$ cat src/dwc1d_pkg.sv
`timescale 1ns / 1ps
// ----------------------------------------------------------------------------
// dwc1d_pkg
// Shared constants, types and floating-point helpers of the depthwise filter.
// ----------------------------------------------------------------------------
package dwc1d_pkg;

  localparam int CHANNELS = 2048;
  localparam int TAPS     = 4;
  localparam int HDEPTH   = TAPS - 1;
  localparam int CH_W     = 11;
  localparam int HALF_W   = 16;
  localparam int HIST_W   = HDEPTH * HALF_W;
  localparam int HIST_AW  = $clog2(CHANNELS);

  localparam logic [HALF_W-1:0] HALF_QNAN = 16'h7E00;
  localparam logic [HALF_W-1:0] HALF_INF  = 16'h7C00;

  typedef logic [HALF_W-1:0] half_t;

  // Unpacked float: value is 1.man[22:0] * 2^exp when no flag is set.
  typedef struct packed {
    logic              nan;
    logic              inf;
    logic              zero;
    logic              sign;
    logic signed [9:0] exp;
    logic [23:0]       man;
  } fu_t;

  // Item leaving the history stage.
  typedef struct packed {
    logic [CH_W-1:0]          ch;
    half_t                    x;
    half_t [TAPS-1:0]         w;
    half_t [HDEPTH-1:0]       h;
  } item_t;

  // Exact product of two fp16 values.
  function automatic fu_t fp_mul16(input half_t a, input half_t b);
    logic [4:0]        ea_f;
    logic [4:0]        eb_f;
    logic [10:0]       ma;
    logic [10:0]       mb;
    logic signed [9:0] ea;
    logic signed [9:0] eb;
    logic              a_nan;
    logic              b_nan;
    logic              a_inf;
    logic              b_inf;
    logic              a_zero;
    logic              b_zero;
    logic [21:0]       p;
    logic [21:0]       pn;
    logic [4:0]        lz;
    fu_t               r;
    ea_f   = a[14:10];
    eb_f   = b[14:10];
    a_nan  = (ea_f == 5'h1F) && (a[9:0] != 10'd0);
    b_nan  = (eb_f == 5'h1F) && (b[9:0] != 10'd0);
    a_inf  = (ea_f == 5'h1F) && (a[9:0] == 10'd0);
    b_inf  = (eb_f == 5'h1F) && (b[9:0] == 10'd0);
    a_zero = (a[14:0] == 15'd0);
    b_zero = (b[14:0] == 15'd0);
    ma     = {(ea_f != 5'd0), a[9:0]};
    mb     = {(eb_f != 5'd0), b[9:0]};
    ea     = (ea_f == 5'd0) ? -10'sd14 : $signed({5'd0, ea_f}) - 10'sd15;
    eb     = (eb_f == 5'd0) ? -10'sd14 : $signed({5'd0, eb_f}) - 10'sd15;
    p      = {11'd0, ma} * {11'd0, mb};
    lz     = 5'd0;
    for (int i = 0; i < 22; i++) begin
      if (p[i]) begin
        lz = 5'(21 - i);
      end
    end
    pn     = p << lz;
    r.sign = a[15] ^ b[15];
    r.nan  = a_nan || b_nan || (a_inf && b_zero) || (b_inf && a_zero);
    r.inf  = !r.nan && (a_inf || b_inf);
    r.zero = !r.nan && !r.inf && (p == 22'd0);
    r.exp  = ea + eb + 10'sd1 - $signed({5'd0, lz});
    r.man  = {pn, 2'b00};
    return r;
  endfunction

  // fp32 addition with round-to-nearest-even on unpacked operands.
  function automatic fu_t fp_add(input fu_t a, input fu_t b);
    fu_t               r;
    fu_t               x;
    fu_t               y;
    logic [9:0]        d;
    logic [26:0]       mx;
    logic [26:0]       my;
    logic [26:0]       sh;
    logic [27:0]       s;
    logic [4:0]        lz;
    logic [23:0]       mr;
    logic [24:0]       mrnd;
    logic signed [9:0] e;
    logic              rnd;
    r = a;
    r.nan = 1'b0;
    r.inf = 1'b0;
    r.zero = 1'b0;
    if (a.nan || b.nan || (a.inf && b.inf && (a.sign != b.sign))) begin
      r.nan = 1'b1;
    end else if (a.inf) begin
      r = a;
    end else if (b.inf) begin
      r = b;
    end else if (a.zero && b.zero) begin
      r = a;
      r.sign = a.sign & b.sign;
    end else if (a.zero) begin
      r = b;
    end else if (b.zero) begin
      r = a;
    end else begin
      if ((b.exp > a.exp) || ((b.exp == a.exp) && (b.man > a.man))) begin
        x = b;
        y = a;
      end else begin
        x = a;
        y = b;
      end
      d  = 10'(x.exp - y.exp);
      mx = {x.man, 3'b000};
      my = {y.man, 3'b000};
      if (d > 10'd26) begin
        sh = 27'd1;
      end else begin
        sh = my >> d;
        sh[0] = sh[0] | (|(my & ((27'd1 << d) - 27'd1)));
      end
      if (x.sign ^ y.sign) begin
        s = {1'b0, mx} - {1'b0, sh};
      end else begin
        s = {1'b0, mx} + {1'b0, sh};
      end
      e  = x.exp;
      lz = 5'd0;
      for (int i = 0; i < 27; i++) begin
        if (s[i]) begin
          lz = 5'(26 - i);
        end
      end
      if (s == 28'd0) begin
        r.zero = 1'b1;
        r.sign = 1'b0;
      end else begin
        if (s[27]) begin
          s = {1'b0, s[27:2], s[1] | s[0]};
          e = e + 10'sd1;
        end else begin
          s = s << lz;
          e = e - $signed({5'd0, lz});
        end
        mr   = s[26:3];
        rnd  = s[2] & ((|s[1:0]) | mr[0]);
        mrnd = {1'b0, mr} + {24'd0, rnd};
        if (mrnd[24]) begin
          mr = 24'h800000;
          e  = e + 10'sd1;
        end else begin
          mr = mrnd[23:0];
        end
        r.sign = x.sign;
        r.exp  = e;
        r.man  = mr;
      end
    end
    return r;
  endfunction

  // Round an unpacked value to fp16, nearest even.
  function automatic half_t fp_to_half(input fu_t a);
    half_t             res;
    logic signed [9:0] sft_s;
    logic [4:0]        sft;
    logic [10:0]       keep;
    logic [23:0]       rem;
    logic [23:0]       halfp;
    logic              rnd;
    sft_s = -10'sd1 - a.exp;
    sft   = sft_s[4:0];
    keep  = a.man[23:13];
    rnd   = 1'b0;
    if (a.nan) begin
      res = HALF_QNAN;
    end else if (a.inf || (!a.zero && (a.exp > 10'sd15))) begin
      res = {a.sign, 15'd0} | HALF_INF;
    end else if (a.zero) begin
      res = {a.sign, 15'd0};
    end else if (a.exp >= -10'sd14) begin
      rnd = (a.man[12:0] > 13'h1000) || ((a.man[12:0] == 13'h1000) && keep[0]);
      res = {a.sign, 15'd0} | ((16'(a.exp + 10'sd14) << 10) + {5'd0, keep}
                               + {15'd0, rnd});
    end else if (sft_s >= 10'sd25) begin
      res = {a.sign, 15'd0};
    end else begin
      keep  = 11'(a.man >> sft);
      rem   = a.man & ((24'd1 << sft) - 24'd1);
      halfp = 24'd1 << (sft - 5'd1);
      rnd   = (rem > halfp) || ((rem == halfp) && keep[0]);
      res   = {a.sign, 15'd0} | ({5'd0, keep} + {15'd0, rnd});
    end
    return res;
  endfunction

endpackage

$ cat src/dwc1d_arith.sv
`timescale 1ns / 1ps
// ----------------------------------------------------------------------------
// dwc1d_arith
// Product, three accumulate and fp16 rounding stages with an output register.
// ----------------------------------------------------------------------------
module dwc1d_arith
  import dwc1d_pkg::*;
(
  input  logic            clk,
  input  logic            rst,
  input  logic            item_valid,
  input  item_t           item,
  output logic            item_ready,
  output logic            valid,
  input  logic            stall,
  output logic [CH_W-1:0] out_channel,
  output half_t           conv_out
);

  logic            v2;
  logic            v3;
  logic            v4;
  logic            v5;
  logic            v6;
  logic            r2;
  logic            r3;
  logic            r4;
  logic            r5;
  logic            r6;
  logic [CH_W-1:0] ch2;
  logic [CH_W-1:0] ch3;
  logic [CH_W-1:0] ch4;
  logic [CH_W-1:0] ch5;
  fu_t [TAPS-1:0]  p2;
  fu_t             a3;
  fu_t             p3_2;
  fu_t             p3_3;
  fu_t             a4;
  fu_t             p4_3;
  fu_t             a5;
  fu_t             p0;

  assign r6 = !v6 || !stall;
  assign r5 = !v5 || r6;
  assign r4 = !v4 || r5;
  assign r3 = !v3 || r4;
  assign r2 = !v2 || r3;
  assign item_ready = r2;

  // The sum starts at +0, so a lone negative zero product turns positive.
  always_comb begin
    p0 = fp_mul16(item.w[0], item.h[0]);
    if (p0.zero) begin
      p0.sign = 1'b0;
    end
  end

  always_ff @(posedge clk) begin
    if (rst) begin
      v2 <= 1'b0;
      v3 <= 1'b0;
      v4 <= 1'b0;
      v5 <= 1'b0;
      v6 <= 1'b0;
    end else begin
      if (r2) v2 <= item_valid;
      if (r3) v3 <= v2;
      if (r4) v4 <= v3;
      if (r5) v5 <= v4;
      if (r6) v6 <= v5;
    end
  end

  always_ff @(posedge clk) begin
    if (r2) begin
      ch2   <= item.ch;
      p2[0] <= p0;
      p2[1] <= fp_mul16(item.w[1], item.h[1]);
      p2[2] <= fp_mul16(item.w[2], item.h[2]);
      p2[3] <= fp_mul16(item.w[3], item.x);
    end
    if (r3) begin
      ch3  <= ch2;
      a3   <= fp_add(p2[0], p2[1]);
      p3_2 <= p2[2];
      p3_3 <= p2[3];
    end
    if (r4) begin
      ch4  <= ch3;
      a4   <= fp_add(a3, p3_2);
      p4_3 <= p3_3;
    end
    if (r5) begin
      ch5 <= ch4;
      a5  <= fp_add(a4, p4_3);
    end
    if (r6) begin
      out_channel <= ch5;
      conv_out    <= fp_to_half(a5);
    end
  end

  assign valid = v6;

endmodule

$ cat config.mk
export PLATFORM = sky130hd
export DESIGN_NAME = dwc1d_arith
export DESIGN_NICKNAME = d
export VERILOG_FILES = /design/src/dwc1d_pkg.sv /design/src/dwc1d_arith.sv
export SDC_FILE = /design/constraint.sdc
export NUM_CORES = 2
export LEC_CHECK = 0
export BUFFER_PORTS_ARGS = -buffer_cell sky130_fd_sc_hd__buf_2
export CAP_MARGIN = 30
export CELL_PAD_IN_SITES_DETAIL_PLACEMENT = 0
export CELL_PAD_IN_SITES_GLOBAL_PLACEMENT = 2
export CORE_MARGIN = 4
export CORE_UTILIZATION = 36
export CTS_BUF_LIST = sky130_fd_sc_hd__clkbuf_4 sky130_fd_sc_hd__clkbuf_8 sky130_fd_sc_hd__clkbuf_16
export DETAILED_ROUTE_END_ITERATION = 8
export PLACE_DENSITY_LB_ADDON = 0.1
export SLEW_MARGIN = 5
export SYNTH_ARGS = -nofsm -noshare
export SYNTH_HDL_FRONTEND = slang
export SYNTH_SLANG_ARGS = --single-unit
export TNS_END_PERCENT = 20
$ cat constraint.sdc
create_clock -name clk -period 13.8 [get_ports clk]
set_input_delay 2.76 -clock clk [delete_from_list [all_inputs] [get_ports clk]]
set_output_delay 2.76 -clock clk [all_outputs]
set_load 0.01 [all_outputs]
==> flow_metrics.tcl <==
set metrics [dict create \
    ctsHoldBuffers 0 \
    rows 168 \
    fillerInstances 21800 \
    start_util 0.363 \
    vias 74700 \
    seq_area_frac_synth 0.173 \
    drtIter0Drc 7129 \
    regArea_sq_um 13200 \
    place_congestion 0.954 \
    cp-startpoint "a3[8]" \
    clock_latency_ns 0.66 \
    multi_input_area_sq_um 58200 \
    postPlaceCellArea_sq_um 81800 \
    synth_cell_types 139 \
    hold_viol 0 \
    grt_pass1_wl_um 474000 \
    crit_type "flop to flop" \
    die_w_um 468 \
    cts_sinks 442 \
    fin_util 0.400 \
    netlist_area_sq_um 76300 \
    ys.flop_type "edfxtp_1" \
    cp_slowest_cell "edfxtp_1" \
    die_area_sq_um 219000 \
    dp_hpwl_um 260000 \
    hp-class "flop to flop" \
    drv_cap 0 \
    grt_pass1_vias 72300 \
    port-buffer-count 171 \
    hold_start "p3_3[18]" \
    cts_buffers 52 \
    clockBufferDepth 3 \
    setup_tns_ns 0 \
    async_reset_ff_frac 0 \
    wl_per_cell_um 25.5 \
    cp.buffers_inverters 5 \
    grt_max_degree 147 \
    syn-num-nets 10600 \
    worst_slack_ns 0.434 \
    worstSetupEndpointType "flop" \
    cts_tree "done" \
    syn_to_final_growth_pct 10.2 \
    slew_headroom 0.257 \
    finalSetupViolations 0 \
    antenna_found_initial 18 \
    track_usage 0.280 \
    die_h_um 468 \
    reg2reg_from "a3[8]" \
    drc_errors 0 \
    cp_data_required_time_ns 14.19 \
    path_delay_family "simple AND/OR/NAND/NOR gates" \
    post-place-ws_ns -0.214 \
    final_nets 10800 \
    crit_arrival_ns 13.75 \
    finalCriticalPeriod_ns 13.37 \
    skew_ns 0.0391 \
    ys_warn_count 0 \
    finalMaxSlewViolations 0 \
    wl_um 319000 \
    ys_seq_elements 442 \
    layout-drive-gt1-share 0.109 \
    syn_area_per_cell_sq_um 8.02 \
    top_level_ports 172 \
    ctsRootBufferMaster "clkbuf_16" \
    antenna_left 0 \
    drtPass1Iterations 7 \
    vias_per_cell 5.97 \
    cpPeakStageDelay_ns 0.62 \
    final_area_sq_um 84100 \
    netlist_instances 9522 \
    critPathLaunchType "flop" \
    path_max_fanout 9 \
    period_share 0.969 \
    r2r_slack_ns 0.43 \
    core_area_sq_um 210000 \
    worstMarginPinSlew_ns 1.09 \
    status "complete, no violations" \
    gr-total-overflow 0 \
    clk_pin_slew_ns 0.07 \
    synth_edf_count 437 \
    htree_levels 2 \
    timing.fmax_mhz 74.8 \
]
## through the flow
stage | hold slack (ns) | std cells
final | 0.406 | 12500
after global routing | 0.419 | 12500
after CTS | 0.412 | 12500
after detailed placement | 0.405 | 12400
after global placement | 0.400 | 12400
after floorplan | 0.400 | 9522
## placed cells by master (no fill, tap or decap), drive strengths merged, types with 234 or more instances in the layout
| cell | count |
|---|---|
| edfxtp | 437 |
| xnor2 | 234 |
| and2 | 493 |
| nand3 | 243 |
| a21oi | 636 |
| inv | 871 |
| o21ai | 495 |
| fa | 346 |
| nor3 | 254 |
| nand2 | 805 |
| mux2i | 470 |
| ha | 619 |
| nor2 | 719 |
| buf | 586 |
## layer usage
metal,track usage,wire length (um),vias to the layer above
li1,-,-,34700
met1,0.392,145000,36900
met2,0.458,146000,2631
met3,0.0254,17600,454
met4,0.0840,11300,6
met5,0,40,-
## synth_stat cells (97+ instances only)
library cell | count | area share
inv_1 | 854 | 0.042
nand2_1 | 803 | 0.039
nor2_1 | 713 | 0.035
a21oi_1 | 631 | 0.041
ha_1 | 619 | 0.10
and2_1 | 490 | 0.040
o21ai_0 | 473 | 0.031
mux2i_1 | 469 | 0.062
edfxtp_1 | 437 | 0.17
clkbuf_1 | 372 | 0.018
fa_1 | 346 | 0.091
nand3_1 | 242 | 0.016
nor3_1 | 241 | 0.016
xnor2_1 | 231 | 0.027
a21o_1 | 121 | 0.012
nor2b_1 | 120 | 0.0098
o21bai_1 | 109 | 0.011
o211ai_1 | 105 | 0.010
o22ai_1 | 104 | 0.0085
xor2_1 | 101 | 0.012
a211oi_1 | 97 | 0.0095
mux2_2 | 97 | 0.014
## what timing repair did
action	4_1_cts	5_1_grt
cloned	0	1
buffers inserted	0	19
gates resized for setup	3	55
endpoints found under the setup margin	13	88
pin swaps	0	7
endpoints found under the hold margin	0	0
## path summary, 6_finish.rpt
check / cells past startpoint / to
worst min-delay path: 0 / p4_3[18]
worst max-delay path: 40 / a4[25]
worst max register to register: 40 / a4[25]
worst min register to register: 0 / p4_3[18]
## final cells by class
| type | count | area share |
|---|---|---|
| Antenna cell | 6 | 0.000179 |
| Inverter | 872 | 0.0390 |
| Tap cell | 2805 | 0.0417 |
| Clock buffer | 58 | 0.0164 |
| Clock inverter | 36 | 0.00521 |
| Sequential cell | 442 | 0.157 |
| Timing Repair Buffer | 586 | 0.0482 |
| Multi-Input combinational cell | 7698 | 0.692 |
## flip-flops by register name (all words and copies together), names as in the netlist, 11 cells and up
signal / cells
p4_3: 36
ch4: 11
ch2: 11
p3_3: 36
p2: 144
ch3: 11
out_channel: 11
p3_2: 36
ch5: 11
a3: 38
a4: 38
conv_out: 16
a5: 38
## cell families after synthesis
| family | synth area share |
|---|---|
| AO/OA/AOI/OAI | 0.224 |
| XOR/XNOR | 0.0385 |
| adder cells (fa/ha/maj) | 0.192 |
| buffers and inverters | 0.0708 |
| flip-flops | 0.173 |
| multiplexers | 0.0823 |
| AND/OR/NAND/NOR | 0.219 |
Power is not shown: default switching activity piles up to over one toggle a cycle in this logic, so the estimate is an artifact.
